### src/hdl/double_step_line_rasterizer_defines.svh
// Assertion macros for the double-step line rasterizer.
`ifndef DOUBLE_STEP_LINE_RASTERIZER_DEFINES_SVH
`define DOUBLE_STEP_LINE_RASTERIZER_DEFINES_SVH

// Check that an antecedent implies a consequent in the same cycle.
`define DSLR_ASSERT_IMP(label, clk, rst_n, ante, cons, msg) \
  label: assert property (@(posedge clk) disable iff (!rst_n) (ante) |-> (cons)) \
    else $error(msg);

// Check that an antecedent implies a consequent in the following cycle.
`define DSLR_ASSERT_NEXT(label, clk, rst_n, ante, cons, msg) \
  label: assert property (@(posedge clk) disable iff (!rst_n) (ante) |=> (cons)) \
    else $error(msg);

`endif

### src/hdl/dslr_pkg.sv
// Shared types and constants of the double-step line rasterizer.
package dslr_pkg;

  localparam int unsigned CoordBitsDef = 8;

  // Controller states
  typedef enum logic [1:0] {
    ST_IDLE,
    ST_SETUP,
    ST_RUN,
    ST_OUT
  } state_e;

  // Pixel sequencer phases of a sloped line
  typedef enum logic [1:0] {
    PH_FIRST,   // first endpoint
    PH_SECOND,  // second endpoint
    PH_LOOP,    // two pixels from each end per iteration
    PH_LEFT     // leftover pixels
  } phase_e;

  // Commands from controller to datapath
  typedef struct packed {
    logic load;    // capture a new line command
    logic setup;   // derive spans, increments and cursors
    logic advance; // produce the next pixel into the group
    logic flush;   // group word taken, clear the group
  } dp_cmd_t;

  // Status from datapath to controller
  typedef struct packed {
    logic last_pix;  // pixel produced now is the last of the line
    logic grp_fill;  // pixel produced now fills the group
  } dp_sts_t;

endpackage

### src/hdl/dslr_datapath.sv
// Datapath: line setup, pixel sequencing and group assembly.
module dslr_datapath #(
  parameter int unsigned CoordBits = dslr_pkg::CoordBitsDef
) (
  input  logic                 clk_i,
  input  logic                 rst_ni,
  input  dslr_pkg::dp_cmd_t    cmd_i,
  output dslr_pkg::dp_sts_t    sts_o,
  input  logic [7:0]           start_x_i,
  input  logic [7:0]           start_y_i,
  input  logic [7:0]           end_x_i,
  input  logic [7:0]           end_y_i,
  input  logic [7:0]           pen_color_i,
  output logic [7:0]           grp_x_o [4],
  output logic [7:0]           grp_y_o [4],
  output logic [2:0]           grp_cnt_o,
  output logic [7:0]           grp_color_o
);

  localparam int unsigned CB = CoordBits;
  localparam int unsigned DB = CB + 4;   // signed decision width

  // Captured command
  logic [CB-1:0] a1_q, b1_q, a2_q, b2_q;
  logic [7:0]    color_q;

  // Line state
  logic [CB-1:0] x_q, y_q, x1_q, y1_q;
  logic [CB-1:0] run_end_q;
  logic signed [DB-1:0] dec_q, inca_q, incb_q, split_q;
  logic [CB-1:0] iter_q;
  logic [1:0]    left_q;
  logic          axis_q, rev_q, down_q, steep_q;
  dslr_pkg::phase_e phase_q;
  logic [1:0]    sub_q;      // pixel index within iteration / leftover
  logic [2:0]    cnt_q;

  logic [7:0]    gx_q [4];
  logic [7:0]    gy_q [4];

  // Setup arithmetic
  logic [CB-1:0] sa1, sb1, sa2, sb2, adx, ady, mdx, mdy;
  logic          sdown, srev;
  logic [CB-1:0] dxm1;
  logic signed [DB-1:0] sdx, sdy, sc, sincb;

  always_comb begin
    sdown = (a2_q < a1_q) != (b2_q < b1_q);
    adx = (a2_q >= a1_q) ? a2_q - a1_q : a1_q - a2_q;
    ady = (b2_q >= b1_q) ? b2_q - b1_q : b1_q - b2_q;
    srev = ady > adx;
    sa1 = srev ? b1_q : a1_q;
    sb1 = srev ? a1_q : b1_q;
    sa2 = srev ? b2_q : a2_q;
    sb2 = srev ? a2_q : b2_q;
    mdx = srev ? ady : adx;
    mdy = srev ? adx : ady;
    dxm1 = mdx - CB'(1);
    sdx = DB'(mdx);
    sdy = DB'(mdy);
    sincb = (sdy <<< 2) - (sdx <<< 1);
    sc = sincb[DB-1] ? (sdy <<< 1) : ((sdy - sdx) <<< 1);
  end

  // Pattern of the current iteration
  logic dlow, pnone, pboth, s0, s1, use_a;
  always_comb begin
    dlow  = dec_q < split_q;
    pnone = !steep_q && dec_q[DB-1];
    pboth = steep_q && !dec_q[DB-1] && (dec_q != '0);
    // first pixel of a side steps on the high pattern, second on the low one
    s0    = !pnone && (pboth || !dlow);
    s1    = !pnone && (pboth || dlow);
    use_a = pnone || pboth;
  end

  // Pixel emission for current step
  logic [CB-1:0] pm, pn, nx, ny, nx1, ny1;
  logic [CB-1:0] stp;
  logic          last_pix;
  logic          fwd_side, ystep;

  always_comb begin
    stp = down_q ? {CB{1'b1}} : CB'(1);
    nx = x_q; ny = y_q; nx1 = x1_q; ny1 = y1_q;
    pm = x_q; pn = y_q;
    fwd_side = 1'b1; ystep = 1'b0;
    last_pix = 1'b0;
    if (axis_q) begin
      nx = x_q + CB'(1);
      last_pix = (x_q == run_end_q);
    end else begin
      unique case (phase_q)
        dslr_pkg::PH_FIRST: begin
          last_pix = 1'b0;
        end
        dslr_pkg::PH_SECOND: begin
          pm = x1_q; pn = y1_q;
          last_pix = (iter_q == '0) && (left_q == 2'd0);
        end
        dslr_pkg::PH_LOOP: begin
          // sub: 0,1 forward; 2,3 backward
          fwd_side = !sub_q[1];
          ystep = sub_q[0] ? s1 : s0;
          last_pix = (sub_q == 2'd3) && (iter_q == CB'(1)) && (left_q == 2'd0);
        end
        dslr_pkg::PH_LEFT: begin
          // leftover: sub 0,1 forward, 2 backward
          fwd_side = !sub_q[1];
          ystep = sub_q[0] ? s1 : s0;
          // steep high pattern: backward pixel steps only above the split
          if (sub_q[1] && steep_q && !pboth && !dlow) ystep = dec_q > split_q;
          last_pix = (sub_q == left_q - 2'd1);
        end
      endcase
      if (phase_q == dslr_pkg::PH_LOOP || phase_q == dslr_pkg::PH_LEFT) begin
        if (fwd_side) begin
          nx = x_q + CB'(1);
          ny = ystep ? y_q + stp : y_q;
          pm = nx; pn = ny;
        end else begin
          nx1 = x1_q - CB'(1);
          ny1 = ystep ? y1_q - stp : y1_q;
          pm = nx1; pn = ny1;
        end
      end
    end
  end

  logic [7:0] px, py;
  assign px = 8'(rev_q ? pn : pm);
  assign py = 8'(rev_q ? pm : pn);

  // Line registers
  always_ff @(posedge clk_i or negedge rst_ni) begin
    if (!rst_ni) begin
      a1_q <= '0; b1_q <= '0; a2_q <= '0; b2_q <= '0;
      color_q <= '0;
      x_q <= '0; y_q <= '0; x1_q <= '0; y1_q <= '0;
      run_end_q <= '0;
      dec_q <= '0; inca_q <= '0; incb_q <= '0; split_q <= '0;
      iter_q <= '0; left_q <= '0;
      axis_q <= 1'b0; rev_q <= 1'b0; down_q <= 1'b0; steep_q <= 1'b0;
      phase_q <= dslr_pkg::PH_FIRST;
      sub_q <= '0;
      cnt_q <= '0;
    end else if (cmd_i.load) begin
      a1_q <= CB'(start_x_i); b1_q <= CB'(start_y_i);
      a2_q <= CB'(end_x_i);   b2_q <= CB'(end_y_i);
      color_q <= pen_color_i;
      cnt_q <= '0;
    end else if (cmd_i.setup) begin
      axis_q <= (a1_q == a2_q) || (b1_q == b2_q);
      phase_q <= dslr_pkg::PH_FIRST;
      sub_q <= '0;
      if (a1_q == a2_q) begin
        rev_q <= 1'b1; x_q <= (b1_q < b2_q) ? b1_q : b2_q;
        run_end_q <= (b1_q < b2_q) ? b2_q : b1_q; y_q <= a1_q;
      end else if (b1_q == b2_q) begin
        rev_q <= 1'b0; x_q <= (a1_q < a2_q) ? a1_q : a2_q;
        run_end_q <= (a1_q < a2_q) ? a2_q : a1_q; y_q <= b1_q;
      end else begin
        rev_q <= srev;
        run_end_q <= '0;
        if (sa1 > sa2) begin
          x_q <= sa2; y_q <= sb2; x1_q <= sa1; y1_q <= sb1;
        end else begin
          x_q <= sa1; y_q <= sb1; x1_q <= sa2; y1_q <= sb2;
        end
      end
      down_q  <= sdown;
      steep_q <= !sincb[DB-1];
      incb_q  <= sincb;
      inca_q  <= sc <<< 1;
      split_q <= sc;
      dec_q   <= sincb[DB-1] ? (sc <<< 1) - sdx : (sc <<< 1) + sdx;
      iter_q  <= dxm1 >> 2;
      left_q  <= dxm1[1:0];
    end else if (cmd_i.advance) begin
      cnt_q <= cnt_q + 3'd1;
      x_q <= nx; y_q <= ny; x1_q <= nx1; y1_q <= ny1;
      if (!axis_q) begin
        unique case (phase_q)
          dslr_pkg::PH_FIRST: phase_q <= dslr_pkg::PH_SECOND;
          dslr_pkg::PH_SECOND: begin
            phase_q <= (iter_q != '0) ? dslr_pkg::PH_LOOP : dslr_pkg::PH_LEFT;
            sub_q <= '0;
          end
          dslr_pkg::PH_LOOP: begin
            sub_q <= sub_q + 2'd1;
            if (sub_q == 2'd3) begin
              iter_q <= iter_q - CB'(1);
              dec_q <= dec_q + (use_a ? inca_q : incb_q);
              if (iter_q == CB'(1)) phase_q <= dslr_pkg::PH_LEFT;
            end
          end
          dslr_pkg::PH_LEFT: sub_q <= sub_q + 2'd1;
        endcase
      end
    end else if (cmd_i.flush) begin
      cnt_q <= '0;
    end
  end

  // Group buffer: unused slots read as zero
  always_ff @(posedge clk_i) begin
    if (cmd_i.load || cmd_i.flush) begin
      for (int k = 0; k < 4; k++) begin gx_q[k] <= '0; gy_q[k] <= '0; end
    end else if (cmd_i.advance) begin
      gx_q[cnt_q[1:0]] <= px; gy_q[cnt_q[1:0]] <= py;
    end
  end

  assign sts_o.last_pix = last_pix;
  assign sts_o.grp_fill = (cnt_q == 3'd3);
  assign grp_x_o     = gx_q;
  assign grp_y_o     = gy_q;
  assign grp_cnt_o   = cnt_q;
  assign grp_color_o = color_q;

endmodule

### src/hdl/dslr_ctrl.sv
// Controller: sequences setup, pixel steps and group hand-off.
`include "double_step_line_rasterizer_defines.svh"
module dslr_ctrl (
  input  logic               clk_i,
  input  logic               rst_ni,
  input  logic               in_valid_i,
  output logic               in_stall_o,
  output logic               out_valid_o,
  input  logic               out_stall_i,
  output logic               out_last_o,
  output dslr_pkg::dp_cmd_t  cmd_o,
  input  dslr_pkg::dp_sts_t  sts_i
);

  dslr_pkg::state_e state_q, state_d;
  logic last_q, last_d;

  always_ff @(posedge clk_i or negedge rst_ni) begin
    if (!rst_ni) begin
      state_q <= dslr_pkg::ST_IDLE;
      last_q <= 1'b0;
    end else begin
      state_q <= state_d;
      last_q <= last_d;
    end
  end

  // Advance one pixel per cycle; hold while a finished group waits
  always_comb begin
    state_d = state_q;
    last_d = last_q;
    cmd_o = '0;
    in_stall_o = 1'b1;
    unique case (state_q)
      dslr_pkg::ST_IDLE: begin
        in_stall_o = 1'b0;
        if (in_valid_i) begin
          cmd_o.load = 1'b1;
          last_d = 1'b0;
          state_d = dslr_pkg::ST_SETUP;
        end
      end
      dslr_pkg::ST_SETUP: begin
        cmd_o.setup = 1'b1;
        state_d = dslr_pkg::ST_RUN;
      end
      dslr_pkg::ST_RUN: begin
        cmd_o.advance = 1'b1;
        if (sts_i.last_pix || sts_i.grp_fill) begin
          last_d = sts_i.last_pix;
          state_d = dslr_pkg::ST_OUT;
        end
      end
      dslr_pkg::ST_OUT: begin
        if (!out_stall_i) begin
          cmd_o.flush = 1'b1;
          state_d = last_q ? dslr_pkg::ST_IDLE : dslr_pkg::ST_RUN;
        end
      end
    endcase
  end

  assign out_valid_o = (state_q == dslr_pkg::ST_OUT);
  assign out_last_o  = last_q;

  `DSLR_ASSERT_IMP(a_no_adv_idle, clk_i, rst_ni, !in_stall_o, !cmd_o.advance, "advance while idle")
  `DSLR_ASSERT_NEXT(a_load_setup, clk_i, rst_ni, cmd_o.load, cmd_o.setup, "load not followed by setup")
  `DSLR_ASSERT_NEXT(a_out_hold, clk_i, rst_ni, out_valid_o && out_stall_i, out_valid_o, "word dropped")
  `DSLR_ASSERT_IMP(a_flush_acc, clk_i, rst_ni, cmd_o.flush, out_valid_o && !out_stall_i, "bad flush")

endmodule

### src/hdl/double_step_line_rasterizer.sv
// Top level of the double-step line rasterizer.
// channel | direction | handshake                 | payload
// line    | in        | in_valid_i / in_stall_o   | start/end x,y, pen_color
// group   | out       | out_valid_o / out_stall_i | pix0..3 x,y, count, color, last
// A line is accepted, then set up; its pixels are then produced one per cycle
// into groups of up to four, except while a group word waits to be handed off.
// The sequencer holds while a group word is stalled.
// Reset clears the controller and line state; the group clears on each new line.
module double_step_line_rasterizer #(
  parameter int unsigned CoordBits = dslr_pkg::CoordBitsDef
) (
  input  logic       clk_i,
  input  logic       rst_ni,
  input  logic       in_valid_i,
  output logic       in_stall_o,
  input  logic [7:0] start_x_i,
  input  logic [7:0] start_y_i,
  input  logic [7:0] end_x_i,
  input  logic [7:0] end_y_i,
  input  logic [7:0] pen_color_i,
  output logic       out_valid_o,
  input  logic       out_stall_i,
  output logic [7:0] pix0_x_o,
  output logic [7:0] pix0_y_o,
  output logic [7:0] pix1_x_o,
  output logic [7:0] pix1_y_o,
  output logic [7:0] pix2_x_o,
  output logic [7:0] pix2_y_o,
  output logic [7:0] pix3_x_o,
  output logic [7:0] pix3_y_o,
  output logic [2:0] pixel_count_o,
  output logic [7:0] pixel_color_o,
  output logic       last_group_o
);

  dslr_pkg::dp_cmd_t cmd;
  dslr_pkg::dp_sts_t sts;
  logic [7:0] gx [4];
  logic [7:0] gy [4];

  dslr_ctrl u_ctrl (
    .clk_i, .rst_ni, .in_valid_i, .in_stall_o, .out_valid_o, .out_stall_i,
    .out_last_o(last_group_o), .cmd_o(cmd), .sts_i(sts)
  );

  dslr_datapath #(.CoordBits(CoordBits)) u_dp (
    .clk_i, .rst_ni, .cmd_i(cmd), .sts_o(sts),
    .start_x_i, .start_y_i, .end_x_i, .end_y_i, .pen_color_i,
    .grp_x_o(gx), .grp_y_o(gy), .grp_cnt_o(pixel_count_o),
    .grp_color_o(pixel_color_o)
  );

  assign pix0_x_o = gx[0]; assign pix0_y_o = gy[0];
  assign pix1_x_o = gx[1]; assign pix1_y_o = gy[1];
  assign pix2_x_o = gx[2]; assign pix2_y_o = gy[2];
  assign pix3_x_o = gx[3]; assign pix3_y_o = gy[3];

endmodule

### config.mk
export PLATFORM = sky130hd
export DESIGN_NAME = double_step_line_rasterizer
export DESIGN_NICKNAME = d
export VERILOG_FILES = /design/src/hdl/dslr_pkg.sv /design/src/hdl/dslr_datapath.sv /design/src/hdl/dslr_ctrl.sv /design/src/hdl/double_step_line_rasterizer.sv
export VERILOG_INCLUDE_DIRS = /design/src /design/src/hdl
export SDC_FILE = /design/constraint.sdc
export NUM_CORES = 1
export LEC_CHECK = 0
export ABC_CLOCK_PERIOD_IN_PS = 26000
export BUFFER_PORTS_ARGS = -buffer_cell sky130_fd_sc_hd__buf_2
export CAP_MARGIN = 20
export CORE_ASPECT_RATIO = 0.7
export CORE_MARGIN = 1
export CORE_UTILIZATION = 32
export CTS_CLUSTER_DIAMETER = 150
export DETAILED_ROUTE_END_ITERATION = 7
export PLACE_DENSITY_LB_ADDON = 0.25
export SETUP_SLACK_MARGIN = 0.2
export SYNTH_ARGS = -nofsm -noshare
export SYNTH_HDL_FRONTEND = slang
export SYNTH_SLANG_ARGS = --single-unit
### constraint.sdc
create_clock -name clk_i -period 26 [get_ports clk_i]
set_input_delay 0 -clock clk_i [delete_from_list [all_inputs] [get_ports clk_i]]
set_output_delay 0 -clock clk_i [all_outputs]
set_load 0.01 [all_outputs]
==> out/metrics.cfg, run 1 <==
[clocking]
cts.repair_timing.setup_buffer_count=0
worstSkewPairLatency_ns=0.48
clock-root-buffer=clkbuf_16
cts.path.max_buffers=2
ctsHtreeMaxLevel=4
tritoncts_buffers=17
cts.reportedPaths.clkPinSlew_ns=0.09
cts_tree=yes
cts-resized-gates=0
tritoncts_num_sinks=199

[critical_path]
reg2reg_setup_slack_ns=15.95
cp-start-kind=flop
reg2regPathDepth=38
crit_arrival_ns=10.43
crit_path_end=u_dp.dec_q[11]$_DFFE_PN0P_
critical_path.reg2reg.endpoint=u_dp.dec_q[11]$_DFFE_PN0P_
critPathMaxFanout=62
worstSetupPathType=reg -> reg
max_stage_delay_cell_worst_path=a21oi_4
critPathLaunch=u_dp.b2_q[0]$_DFFE_PN0P_
delay_contributed_by_the_slowest_stage_of_the_critical_path_ns=0.72
crit_path_end_kind=flop
critical_path_required_ns=26.38
critical_path.reg2reg.startpoint=u_dp.b2_q[0]$_DFFE_PN0P_

[logic_synthesis]
yosys.area.top_type_share=0.205
post_synth_inst_count=2058
synth.most_common_cell=nor2_1
synth_enable_flop_cells=0
register_area_share_after_synthesis=0.283
yosys-top-cells-area=dfrtp_1 21%, ha_1 9.1%, dfxtp_1 7.8%
async_reset_ff_frac=0.678
post_synth_net_total=2231
yosysWarnings=0
yosys_register_bits=199
mappedNetlistArea_um2=16500
post_synth_top_flop=dfrtp_1
yosysUniqueCellTypes=107
netlist.top_cell.by_area=dfrtp_1
synth.cells.most_frequent=236 x nor2_1, 198 x a21oi_1, 162 x o21ai_0, 148 x nand2_1, 135 x dfrtp_1
syn_area_per_cell_um2=7.99

[routing]
totalWireLength_mm=57.1
detail_route.vias_per_cell=5.65
ant_nets=0
drt_iter0_markers=1484
remaining_drc_errors=0
wl_per_cell_um=20.2
routed-via-count=15963
first_pass_iters=8

[grt]
gr-usage-all-layers=0.218
first_global_vias=14537
grt_first_pass_wirelength_mm=88.1
antenna_found_initial=2
grt-ovfl-total=0
grt_start_max_net_pins=77

[timing]
hold_slack_final_ns=0.0700
tightest_slew_ns=1.05
max-slew-margin-rel=0.296
report.final.setup_viol=0
grt_setup_unrepaired=false
final.min_clock_period_ns=10.05
crit_share_post_route=0.387
timing_hold_violations_final=0
max_clock_freq_ghz=0.0995
timing.final.max_slew_violations=0
finalClockSkew_ns=0.0267
fin_tns_setup_ns=0

[finish]
final.fill_count=5297
layout-area-overhead-vs-synth_pct=13.6
fin_nets=2313
num_antenna_cells=0
final_layout_size_suffix_gt1_frac=0.134

[placement]
post-dp-hpwl_mm=43.3
place.port_buffers=121
gp_congestion=0.931

[die]
core_area_um2=50800
start_util=0.324
pin_count=122
design.die.area_um2=52300
std_cell_rows=69
die_height_um=192
x_dimension_of_the_die_um=273

[worst_hold_path]
hold_path_class=in -> async

[outcome]
run_status=completed

[job]
max_cap_violations=0

==> sequential cells by signal (all words and copies together) (netlist names), 9 cells and up <==
name	count
u_dp.grp_x_o	32
u_dp.grp_y_o	32
u_dp.dec_q	12
u_dp.incb_q	10
u_dp.split_q	9
==> what timing repair did <==
action	in CTS	in global routing
hold buffers	43	0
endpoints found under the setup margin	0	0
hold endpoints to repair	105	0
==> per-layer routing <==
layer | vias up | wire, um | GRT usage | share of wire
li1 | 7597 | - | - | -
met1 | 7756 | 28900 | 0.335 | 0.51
met2 | 560 | 23800 | 0.311 | 0.42
met3 | 50 | 3580 | 0.0343 | 0.063
met4 | 0 | 860 | 0.0524 | 0.015
met5 | - | 0 | 0 | 0
==> per-stage QoR <==
step           instances  worst slack [ns]   util  area (um^2)
2_1_floorplan       2058             17.41      -        16500
3_3_place_gp        2750             16.33  0.347        17600
3_5_place_dp        2750             16.06  0.347        17600
4_1_cts             2825             16.03  0.367        18700
5_1_grt             2827             15.11  0.368        18700
6_report            2827             15.95  0.368        18700
==> cell usage in the layout, fill, tap and decap left out, drive strengths merged, types with 23 or more instances in the layout <==
master       Yosys  layout
nor2           237     237
a21oi          202     202
o21ai          172     172
nand2          148     148
inv            136     143
buf             33     143
dfrtp          135     135
ha             120     120
dfxtp           64      64
mux2            57      57
xnor2           55      55
mux2i           53      53
nand3           49      49
dlygate4sd3      0      43
o211ai          42      42
nor3            40      40
a31oi           34      34
o22ai           29      29
a21o            25      25
o21a            24      24
a211oi          23      23
==> final cells by class <==
cell class              count  area (um^2)  area share
clock buffers              18          429      0.0230
clock inverters            14          204      0.0109
inverters                 137          514      0.0275
multi-input cells        1599        10800       0.579
flip-flops and latches    199         4660       0.249
well taps                 674          843      0.0451
repair buffers            186         1230      0.0657
==> worst max-delay path, delay by kind of cell (launching register included) <==
kind                     cells  cell delay (ns)
multiplexers                 4             1.28
XOR/XNOR                     1             0.21
AO/OA/AOI/OAI               14             3.49
flip-flops                   1             0.42
AND/OR/NAND/NOR              9             1.82
adder cells (fa/ha/maj)      5             1.71
buffers and inverters        5             0.98
==> cell families after synthesis <==
family / count (synthesis) / synth area share
AOI/OAI and AO/OA: 691 / 0.269
and+or+nand+nor: 593 / 0.168
buffers and inverters: 260 / 0.0626
adders and majority gates: 130 / 0.103
DFF: 199 / 0.283
xor gates and xnor gates: 75 / 0.0426
muxes: 110 / 0.0720
==> how the worst min path moves through the flow <==
stage	from	to	slack (ns)	cells past startpoint
floorplan	rst_ni	u_ctrl.out_last_o$_DFFE_PN0P_	-0.30	0
global placement	rst_ni	u_dp.incb_q[4]$_DFFE_PN0P_	0.04	1
detailed placement	rst_ni	u_dp.incb_q[3]$_DFFE_PN0P_	0.04	1
CTS	rst_ni	u_dp.incb_q[3]$_DFFE_PN0P_	0.11	2
global route	rst_ni	u_dp.incb_q[3]$_DFFE_PN0P_	0.13	2
finish	rst_ni	u_dp.incb_q[3]$_DFFE_PN0P_	0.07	2
Power of run 1 is left out: the tool's default activity adds up to more than one toggle a clock period on the data nets, which glitch-free logic cannot reach.
==> inputs of run 2 (changes only) <==
--- a/config.mk
+++ b/config.mk
@@ -6,7 +6,7 @@
 export SDC_FILE = /design/constraint.sdc
 export NUM_CORES = 1
 export LEC_CHECK = 0
-export ABC_CLOCK_PERIOD_IN_PS = 26000
+export ABC_CLOCK_PERIOD_IN_PS = 9500
 export BUFFER_PORTS_ARGS = -buffer_cell sky130_fd_sc_hd__buf_2
 export CAP_MARGIN = 20
 export CORE_ASPECT_RATIO = 0.7
==> constraint.sdc (replaced) <==
create_clock -name clk_i -period 9.5 [get_ports clk_i]
set_input_delay 0 -clock clk_i [delete_from_list [all_inputs] [get_ports clk_i]]
set_output_delay 0 -clock clk_i [all_outputs]
set_load 0.01 [all_outputs]
==> run 2 against run 1 <==
Compared with the run above:
- cell count grew 0.71%
- worst setup slack lost 15 ns
- cell area grew 0.98%
- clock-buffer cell count is the same
- clock skew grew 0.0094 ns
- die area is the same
- flip-flop and latch count is the same
- fmax grew 15%
- wire length grew 1.1%
- critical path depth shrank 1
- hold slack gained 0.077 ns
- non-clock buffer count grew 20
- critical path type unchanged
- largest cell class unchanged
==> out/metrics.cfg, run 2 (synthesis gave the netlist of run 1 again) <==
[placement]
gp_congestion=0.946  ; +1.6%
post-dp-hpwl_mm=43.8  ; +1.4%
place.port_buffers=121  ; unchanged

[die]
x_dimension_of_the_die_um=273  ; unchanged
design.die.area_um2=52300  ; unchanged
start_util=0.324  ; unchanged
core_area_um2=50800  ; unchanged
std_cell_rows=69  ; unchanged
pin_count=122  ; unchanged
die_height_um=192  ; unchanged

[timing]
finalClockSkew_ns=0.0361  ; +0.00941 ns
max_clock_freq_ghz=0.115  ; +15%
max-slew-margin-rel=0.325  ; +0.0295
final.min_clock_period_ns=8.72  ; -1.33 ns
tightest_slew_ns=0.986  ; -0.0652 ns
fin_tns_setup_ns=0  ; unchanged
timing.final.max_slew_violations=0  ; unchanged
report.final.setup_viol=0  ; unchanged
crit_share_post_route=0.918  ; +0.531
grt_setup_unrepaired=false
timing_hold_violations_final=0  ; unchanged

[critical_path]
worstSetupPathType=reg -> reg
crit_path_end_kind=flop
worst_path_most_repeated_cell=inv_1
crit_arrival_ns=9.09  ; -1.34 ns
delay_contributed_by_the_slowest_stage_of_the_critical_path_ns=0.47  ; -0.25 ns
cp-start-kind=flop
critical_path_required_ns=9.87  ; -16.51 ns
max_stage_delay_cell_worst_path=fa_1
critPathMaxFanout=12  ; -81%
crit_family=compound AO/OA/AOI/OAI gates
cp_num_buf_inv=6  ; +1

[clocking]
ctsHtreeMaxLevel=4  ; unchanged
cts.reportedPaths.clkPinSlew_ns=0.10  ; about the same
cts.path.max_buffers=2  ; unchanged
clock-root-buffer=clkbuf_16
worstSkewPairLatency_ns=0.49  ; about the same
tritoncts_num_sinks=199  ; unchanged
tritoncts_buffers=17  ; unchanged
cts_tree=yes

[grt]
grt_first_pass_wirelength_mm=89.3  ; +1.4%
first_global_vias=14820  ; +1.9%
grt_start_max_net_pins=80  ; +3.9%
grt-ovfl-total=0  ; unchanged
gr-usage-all-layers=0.219  ; +0.00185
antenna_found_initial=0  ; -2

[finish]
most_common_cell_after_layout_fill_and_taps_aside=nor2_1
num_antenna_cells=0  ; unchanged
final_layout_size_suffix_gt1_frac=0.148  ; +0.0140
commonest_cells_after_routing_fill_and_taps_aside=233 x nor2_1, 197 x a21oi_1, 159 x o21ai_0, 146 x nand2_1, 135 x dfrtp_1
fin_nets=2333  ; +0.86%
layout-area-overhead-vs-synth_pct=14.7
final.fill_count=5258  ; -0.74%

[outcome]
run_status=completed

[routing]
totalWireLength_mm=57.7  ; +1.1%
drt_iter0_markers=1343  ; -9.5%
remaining_drc_errors=0  ; unchanged
first_pass_iters=6  ; -2
detail_route.vias_per_cell=5.63  ; -0.35%
ant_nets=0  ; unchanged
routed-via-count=16020  ; +0.36%
wl_per_cell_um=20.3  ; +0.34%

[job]
max_cap_violations=0  ; unchanged

[worst_hold_path]
hold_path_class=in -> async

-- run 2: path summary, 6_finish.rpt --
check / startpoint / endpoint / slack (ns) / cells after the start
setup / recovery: u_dp.b2_q[0]$_DFFE_PN0P_ / u_dp.dec_q[11]$_DFFE_PN0P_ / 0.78 / 37
hold / removal: rst_ni / u_dp.incb_q[4]$_DFFE_PN0P_ / 0.15 / 2
setup reg to reg: u_dp.b2_q[0]$_DFFE_PN0P_ / u_dp.dec_q[11]$_DFFE_PN0P_ / 0.78 / 37
hold reg to reg: u_dp.grp_y_o[0]$_SDFFE_PP0P_ / u_dp.grp_y_o[0]$_SDFFE_PP0P_ / 0.46 / 2
max in group asynchronous: rst_ni / u_dp.a1_q[0]$_DFFE_PN0P_ / 7.99 / 3
min in group clk_i: start_x_i[2] / u_dp.a1_q[2]$_DFFE_PN0P_ / 0.27 / 3
-- run 2: final cells by class --
type / count / area (um^2) / area share
inverter: 137 / 514 / 0.0272
tap: 674 / 843 / 0.0447
multi-input combinational: 1599 / 10900 / 0.578
clock inverter: 14 / 150 / 0.00795
timing repair buffer: 206 / 1370 / 0.0723
sequential: 199 / 4660 / 0.247
clock buffer: 18 / 439 / 0.0233
-- run 2: what timing repair did --
action / 4_1_cts / 5_1_grt
endpoints found under the setup margin: 0 / 8
hold buffers: 43 / 0
hold endpoints to repair: 121 / 0
buffers inserted: 0 / 5
gates resized for setup: 0 / 20
-- run 2: layer usage --
| layer | vias to the layer above | global-route usage | wire length, um |
|---|---|---|---|
| li1 | 7633 | - | - |
| met1 | 7829 | 0.337 | 29200 |
| met2 | 510 | 0.318 | 24100 |
| met3 | 48 | 0.0334 | 3480 |
| met4 | 0 | 0.0456 | 866 |
| met5 | - | 0 | 0 |
-- run 2: through the flow --
step           cells  setup slack (ns)  hold slack (ns)  area [um^2]  utilization
2_1_floorplan   2058             0.910           -0.296        16500            -
3_3_place_gp    2766             0.863           0.0993        17700        0.349
3_5_place_dp    2766             0.448            0.110        17700        0.349
4_1_cts         2841             0.405            0.186        18700        0.369
5_1_grt         2847             0.174            0.210        18900        0.372
6_report        2847             0.778            0.147        18900        0.372
-- run 2: worst reg2reg max path: cells and delay by family (launching register included) --
| family | cells | cell delay, ns |
|---|---|---|
| AO/OA/AOI/OAI | 13 | 2.69 |
| multiplexers | 4 | 1.03 |
| adder cells (fa/ha/maj) | 5 | 1.60 |
| buffers and inverters | 6 | 0.64 |
| flip-flops | 1 | 0.44 |
| AND/OR/NAND/NOR | 9 | 2.20 |
Power of run 2 is left out for the same reason.
